## src/hw/rtl/hbp_pkg.sv

```systemverilog
// Shared types, constants and control structs of the Huffman bit packer.
package hbp_pkg;

  // Fixed field widths
  localparam int unsigned BYTE_BITS  = 8;
  localparam int unsigned WORD_BITS  = 32;
  localparam int unsigned LEN_BITS   = 6;
  localparam int unsigned SYM_BITS   = 8;
  localparam int unsigned CMD_BITS   = 2;
  localparam int unsigned COUNT_BITS = 32;
  localparam int unsigned PEND_BITS  = 7;
  localparam int unsigned PCNT_BITS  = 3;

  // Defaults for the top-level parameters
  localparam int unsigned DEF_MAX_CODE_LEN = 32;
  localparam int unsigned DEF_SYMBOL_COUNT = 256;

  // Command codes on in_cmd
  typedef enum logic [CMD_BITS-1:0] {
    CMD_LOAD   = 2'd0,
    CMD_ENCODE = 2'd1,
    CMD_FLUSH  = 2'd2,
    CMD_NONE   = 2'd3
  } hbp_cmd_t;

  // Sequencer states
  typedef enum logic [1:0] {
    ST_IDLE,
    ST_LOOKUP,
    ST_EMIT
  } hbp_state_t;

  // Sequencer to packer
  typedef struct packed {
    logic start_enc;    // build accumulator from table entry
    logic start_flush;  // build accumulator from pending bits
    logic emit;         // shift out one byte into the output register
    logic finish;       // store leftover bits, end of run
  } hbp_ctrl_t;

  // Packer to sequencer
  typedef struct packed {
    logic has_byte;     // at least one whole byte left in the accumulator
    logic out_free;     // output register can take a byte this cycle
    logic pend_empty;   // no pending bits
  } hbp_stat_t;

endpackage

```

## src/hw/rtl/hbp_packer.sv

```systemverilog
// Bit accumulator with a shared byte extract shifter, pending bits,
// saturating byte counter and output register.
module hbp_packer #(
  parameter int unsigned CODE_W = 32,
  parameter int unsigned LEN_W  = 6
) (
  input  logic                           clk,
  input  logic                           rst_n,
  input  hbp_pkg::hbp_ctrl_t             ctrl,
  output hbp_pkg::hbp_stat_t             stat,
  input  logic [CODE_W-1:0]              tbl_word,
  input  logic [LEN_W-1:0]               tbl_len,
  output logic                           out_valid,
  input  logic                           out_ready,
  output logic [hbp_pkg::BYTE_BITS-1:0]  out_byte,
  output logic                           out_last_of_run,
  output logic [hbp_pkg::COUNT_BITS-1:0] out_bytes_emitted
);
  import hbp_pkg::*;

  localparam int unsigned AccW = ((CODE_W > BYTE_BITS) ? CODE_W : BYTE_BITS) + PEND_BITS;
  localparam int unsigned CntW = $clog2(AccW + 1);

  logic [AccW-1:0]       acc_r, acc_nxt;
  logic [CntW-1:0]       count_r, count_nxt;
  logic                  flush_r, flush_nxt;
  logic [PEND_BITS-1:0]  pend_r, pend_nxt;
  logic [PCNT_BITS-1:0]  pcnt_r, pcnt_nxt;
  logic [COUNT_BITS-1:0] bcount_r, bcount_nxt;
  logic                  ovalid_r, ovalid_nxt;
  logic [BYTE_BITS-1:0]  obyte_r, obyte_nxt;
  logic                  olast_r, olast_nxt;

  logic [CODE_W:0]       code_mask;
  logic [CODE_W-1:0]     code_bits;
  logic [AccW-1:0]       shifted;
  logic [CntW-1:0]       count_less;

  // Shared extract shifter: byte that starts count-8 bits above the LSB
  assign count_less = count_r - CntW'(BYTE_BITS);
  assign shifted    = acc_r >> count_less;

  // Keep only the low tbl_len bits of the code word
  assign code_mask = ~({(CODE_W+1){1'b1}} << tbl_len);
  assign code_bits = tbl_word & code_mask[CODE_W-1:0];

  assign stat.has_byte   = (count_r >= CntW'(BYTE_BITS));
  assign stat.out_free   = !ovalid_r || out_ready;
  assign stat.pend_empty = (pcnt_r == '0);

  // Next-state logic of the datapath
  always_comb begin
    acc_nxt    = acc_r;
    count_nxt  = count_r;
    flush_nxt  = flush_r;
    pend_nxt   = pend_r;
    pcnt_nxt   = pcnt_r;
    bcount_nxt = bcount_r;
    obyte_nxt  = obyte_r;
    olast_nxt  = olast_r;
    ovalid_nxt = ovalid_r && !out_ready;

    if (ctrl.start_enc) begin
      acc_nxt   = (AccW'(pend_r) << tbl_len) | AccW'(code_bits);
      count_nxt = CntW'(pcnt_r) + CntW'(tbl_len);
      flush_nxt = 1'b0;
    end else if (ctrl.start_flush) begin
      // pad with zeros at the low end: pending bits sit above a zero byte
      acc_nxt   = AccW'(pend_r) << BYTE_BITS;
      count_nxt = CntW'(pcnt_r) + CntW'(BYTE_BITS);
      flush_nxt = 1'b1;
    end

    if (ctrl.emit) begin
      count_nxt  = count_less;
      obyte_nxt  = shifted[BYTE_BITS-1:0];
      olast_nxt  = (count_less < CntW'(BYTE_BITS));
      bcount_nxt = (bcount_r == '1) ? bcount_r : bcount_r + COUNT_BITS'(1);
      ovalid_nxt = 1'b1;
    end

    if (ctrl.finish) begin
      if (flush_r) begin
        pend_nxt = '0;
        pcnt_nxt = '0;
      end else begin
        pend_nxt = acc_r[PEND_BITS-1:0] & ~({PEND_BITS{1'b1}} << count_r[PCNT_BITS-1:0]);
        pcnt_nxt = count_r[PCNT_BITS-1:0];
      end
    end
  end

  // Control registers
  always_ff @(posedge clk) begin
    if (!rst_n) begin
      count_r  <= '0;
      flush_r  <= 1'b0;
      pend_r   <= '0;
      pcnt_r   <= '0;
      bcount_r <= '0;
      ovalid_r <= 1'b0;
    end else begin
      count_r  <= count_nxt;
      flush_r  <= flush_nxt;
      pend_r   <= pend_nxt;
      pcnt_r   <= pcnt_nxt;
      bcount_r <= bcount_nxt;
      ovalid_r <= ovalid_nxt;
    end
  end

  // Payload registers
  always_ff @(posedge clk) begin
    acc_r   <= acc_nxt;
    obyte_r <= obyte_nxt;
    olast_r <= olast_nxt;
  end

  assign out_valid         = ovalid_r;
  assign out_byte          = obyte_r;
  assign out_last_of_run   = olast_r;
  assign out_bytes_emitted = bcount_r;

endmodule
```

## config.mk

```make
export PLATFORM = sky130hd
export DESIGN_NAME = hbp_packer
export DESIGN_NICKNAME = d
export VERILOG_FILES = /design/src/hw/rtl/hbp_pkg.sv /design/src/hw/rtl/hbp_packer.sv
export SDC_FILE = /design/constraint.sdc
export NUM_CORES = 1
export LEC_CHECK = 0
export BUFFER_PORTS_ARGS = -buffer_cell sky130_fd_sc_hd__buf_2
export CAP_MARGIN = 20
export CORE_ASPECT_RATIO = 1.4
export CORE_MARGIN = 4
export CORE_UTILIZATION = 53
export CTS_CLUSTER_SIZE = 24
export DETAILED_ROUTE_END_ITERATION = 10
export PLACE_DENSITY = 0.8
export SETUP_SLACK_MARGIN = 0.02
export SYNTH_ARGS = -nofsm -noshare
export SYNTH_HDL_FRONTEND = slang
export SYNTH_SLANG_ARGS = --single-unit
```

## constraint.sdc

```tcl
create_clock -name clk -period 2.9 [get_ports clk]
set_input_delay 0.58 -clock clk [delete_from_list [all_inputs] [get_ports clk]]
set_output_delay 0.58 -clock clk [all_outputs]
set_load 0.02 [all_outputs]
```

# Yosys cells after proc, flatten, opt, wreduce, memory -nomap -nowiden
# Index checks and enable logic that the tools add are counted.
# Widths: inputs -> output; s select.
[word_totals]
out_inout_bits = 45
in_bits = 45
wordCells = 44
reg_bits = 98
[classes]
add_sub_neg = 4
n_eq_ne = 1
shift = 4
n_mux = 8
bitwise_logic = 7
n_reduce_logical = 9
order_cmp = 2
[ops]
columns = ["cell", "count"]
rows = [
  ["$mux 39", 2],
  ["$or 39x32->39", 1],
  ["$shl 7x6->39", 1],
  ["$shr 39x6->8", 1],
  ["$shl 33x6->32 const A", 1],
  ["$add 32x1->32 const B", 1],
  ["$and 32x32->32", 1],
  ["$eq 32x32->1 const B", 1],
  ["$not 32->32", 1],
  ["$mux 6", 3],
  ["$and 7x7->7", 1],
  ["$mux 7", 1],
  ["$not 7->7", 1],
  ["$shl 7x3->7 const A", 1],
  ["$add 3x6->6", 1],
  ["$ge 6x4->1 const B", 1],
  ["$lt 6x4->1 const B", 1],
  ["$sub 6x4->6 const B", 1],
  ["$add 3x4->5 const B", 1],
  ["$logic_not 3->1", 1],
  ["$mux 3", 1],
  ["$reduce_bool 3->1", 1],
  ["$logic_not 1->1", 2],
  ["$not 1->1", 2],
  ["other kinds (6)", 6],
]

# Longest topological paths before layout
[depth]
ltp_word = 5
mapped_depth = 11
mapped_depth_nobuf = 8

# Worst setup path after synthesis
# OpenSTA, ideal clock, no wires.
[synth_path]
kind = "reg2reg"
startpoint = "register count_r[3]"
endpoint = "register obyte_r[5], in the netlist out_byte[5], data pin"
setup_ns = 0.257
stages_incl_launch_ff = 10
synth_period_minus_slack_ns = 2.731
slack_ns = 0.169
t_arrival_ns = 2.474
cell_sequence = "dfxtp_1 -> clkbuf_1 -> inv_1 -> clkbuf_1 -> ha_1 -> clkbuf_1 -> clkbuf_1 -> clkbuf_1 -> o21ai_0 -> a32o_1"
[synth_between]
elab_chain_cells = 2
[synth_rtl]
columns = ["item", "line_no", "rtl"]
rows = [
  ["start: declaration", "hbp_packer.sv:25", "logic [CntW-1:0] count_r, count_nxt;"],
  ["start signal: assignment", "hbp_packer.sv:103", "count_r <= count_nxt;"],
  ["$sub 6x4->6", "hbp_packer.sv:40", "assign count_less = count_r - CntW'(BYTE_BITS);"],
  ["$shr 39x6->8", "hbp_packer.sv:41", "assign shifted = acc_r >> count_less;"],
  ["named net shifted[5]", "hbp_packer.sv:36", "logic [AccW-1:0] shifted;"],
  ["end signal: assignment", "hbp_packer.sv:115", "obyte_r <= obyte_nxt;"],
  ["end: declaration", "hbp_packer.sv:31", "logic [BYTE_BITS-1:0] obyte_r, obyte_nxt;"],
]
# The timed path passes the listed nets, and every way through them passes these cells.
# A chain may end at the register's enable or synchronous reset.

==> reports/results.txt <==
Setup crit start kind -> flop
element type at the critical path end -> output pin
post-route setup slack -> 0.411 ns
vias in the first global route -> 6,291
RSZ-0062 raised after global routing -> false
slew at the pin closest to its max-slew limit -> 0.745 ns
antenna violations before repair -> 0
Tightest Hold Check Type -> flop to flop
worst reg2reg endpoint -> out_byte[2]
CTS clk-pin slew, worst paths -> 0.07 ns
clk buf depth -> 2
post-CTS sizing -> 0
Distinct cells, synth -> 70
CTS HTree Levels -> 3
die height -> 143 um
Most used DFF post-synth -> dfxtp_1
critical path type -> flop to output pin
max_cap viols -> 0
Yosys warning count -> 0
IO Port Bufs -> 89
DR vias/cell -> 6.62
cell count after synthesis -> 762
R2R depth -> 5
Fmax -> 402 MHz
Max-slew headroom -> 0.498
DR WL/cell -> 20.1 um
Filler cells -> 1,116
CP Max Fanout -> 13
Pins Over Slew Limit -> 0
Hold WS -> 0.497 ns
#FFs+latches synth -> 98
Mapped Area -> 6890 um^2
Worst path max stage delay -> 0.57 ns
Fin. Hold Viols -> 0
Die X -> 104 um
HPWL after detailed placement -> 15,100 um
Max IR drop VDD -> 0.237 mV
worst-skew pair later-pin latency -> 0.35 ns
first-pass GRT wire length -> 32,300 um
EDFF count, synth -> 48
crit-path cells -> buf_4 -> nor3_1 -> a2111o_1 -> buf_2
CP arrival -> 1.91 ns
P_leak -> 2.82 nW
pwr dens -> 458 nW/um^2
hold_buf cts -> 0
status -> finished clean
Antenna Nets Post-Route -> 0
Post-Route WL -> 19,800 um
sequential area share after synthesis -> 0.354
# rows -> 49
drt drc -> 0
share of cells above drive strength 1 -> 0.218
CTS tree -> yes
Period minus WS final -> 2.49 ns
core area -> 12,800 um^2
GRT Overall Usage -> 0.270
CTS Sinks -> 98
grt total ovfl -> 0
Post-CTS Setup Repair Bufs -> 0
largest net degree at the start of global routing -> 41
Design Power -> 3.57 mW
Post-layout nets -> 878
clock root cell -> clkbuf_16
Layout Skew -> 0.0114 ns
dpl ws -> 0.338 ns
most frequent cells in the layout -> buf_2, nand2_1, nor2_1
slowest CP cell -> dfxtp_2
most common cell after layout, fill and taps aside -> buf_2
# diodes -> 0
final worst path period share -> 0.858
asr flop ratio synth -> 0
Layout area overhead -> 13.0%
drt initial violations -> 573
critical path data required time -> 2.32 ns
Pre-antenna DRT Iters -> 6
Vias -> 6,516
Worst Setup EP -> stat[2]
CTS buffer count -> 9
Initial Util -> 0.538
io pins -> 90
Critical R2R Launch -> count_r[0]
final setup fails -> 0
Syn Nets -> 814
TNS Setup -> 0 ns
Worst setup startpoint -> count_r[0]
Mean Syn Cell Area -> 9.05 um^2
GP Congestion -> 1.03
reg2reg setup slack -> 0.53 ns
Die ar. -> 14,900 um^2
==> cell usage after synthesis (all sizes together), types with 7 or more instances <==
master | count | area [um^2]
o211ai | 10 | 75.1
o31ai | 15 | 113
nor2 | 68 | 255
dfxtp | 50 | 1000
mux4 | 31 | 698
and3 | 7 | 43.8
a21oi | 55 | 275
a22oi | 10 | 75.1
nor4 | 9 | 56.3
or3 | 17 | 108
edfxtp | 48 | 1440
nor3 | 15 | 75.1
buf | 15 | 73.8
nand4 | 13 | 96.3
o21ai | 51 | 255
inv | 16 | 60.1
mux2 | 12 | 135
mux2i | 38 | 380
clkbuf | 45 | 169
nand2 | 81 | 304
or4 | 12 | 90.1
nand3 | 23 | 115
==> stage by stage <==
stage | cell area (um^2) | utilization | instances
floorplan | 6890 | - | 762
global placement | 7490 | 0.585 | 968
detailed placement | 7490 | 0.585 | 968
CTS | 7790 | 0.608 | 984
global route | 7790 | 0.608 | 984
finish | 7790 | 0.608 | 984
==> worst max-delay path, delay by kind of cell (launching register included) <==
kind            cells  cell delay [ns]
compound gates      1             0.44
flops               1             0.57
buf+inv             2             0.46
simple gates        1             0.10
==> worst min-delay path by stage <==
stage | slack [ns] | end | cells past startpoint | start
5_1_grt | 0.52 | out_bytes_emitted[19] | 2 | out_bytes_emitted[19]
2_1_floorplan | 0.47 | flush_r | 2 | flush_r
4_1_cts | 0.49 | flush_r | 2 | flush_r
6_report | 0.50 | flush_r | 2 | flush_r
3_5_place_dp | 0.48 | flush_r | 2 | flush_r
3_3_place_gp | 0.48 | out_valid | 2 | out_valid
==> power breakdown <==
group	total [mW]	internal, mW	switching (mW)
Clock	1.19	0.672	0.517
Combinational	0.756	0.327	0.429
Sequential	1.62	1.54	0.0798
==> flip-flops by register name (all words and copies together), names as in the netlist <==
signal / flops
count_r: 6
out_valid: 1
pcnt_r: 3
out_byte: 8
out_bytes_emitted: 32
pend_r: 7
acc_r: 39
out_last_of_run: 1
flush_r: 1
==> kinds of logic (layout without fill, tap and decap cells) <==
kind of cell    after synthesis  in the layout  synth area share
flops                        98             98             0.354
xor+xnor                      9              9            0.0114
simple gates                280            280             0.203
mux                          81             81             0.176
buf+inv                      79            148            0.0463
fa+ha+maj                     7              7            0.0138
compound gates              208            208             0.195
==> area by class of cell <==
type	instances	area [um^2]	area share
multi-input cells	585	4130	0.530
clock inverters	6	66.3	0.00851
well taps	153	191	0.0246
flip-flops and latches	98	2440	0.314
repair buffers	114	658	0.0845
clock buffers	10	229	0.0294
inverters	18	67.6	0.00867
==> layer usage <==
metal  GRT usage  up-vias  part of all wire
met3      0.0452       70             0.069
met2       0.482      356              0.51
met1       0.306     3045              0.37
met5           0        -                 0
li1            -     3045                 -
met4       0.158        0             0.057
Note: power is estimated with default switching activity, not from simulation.
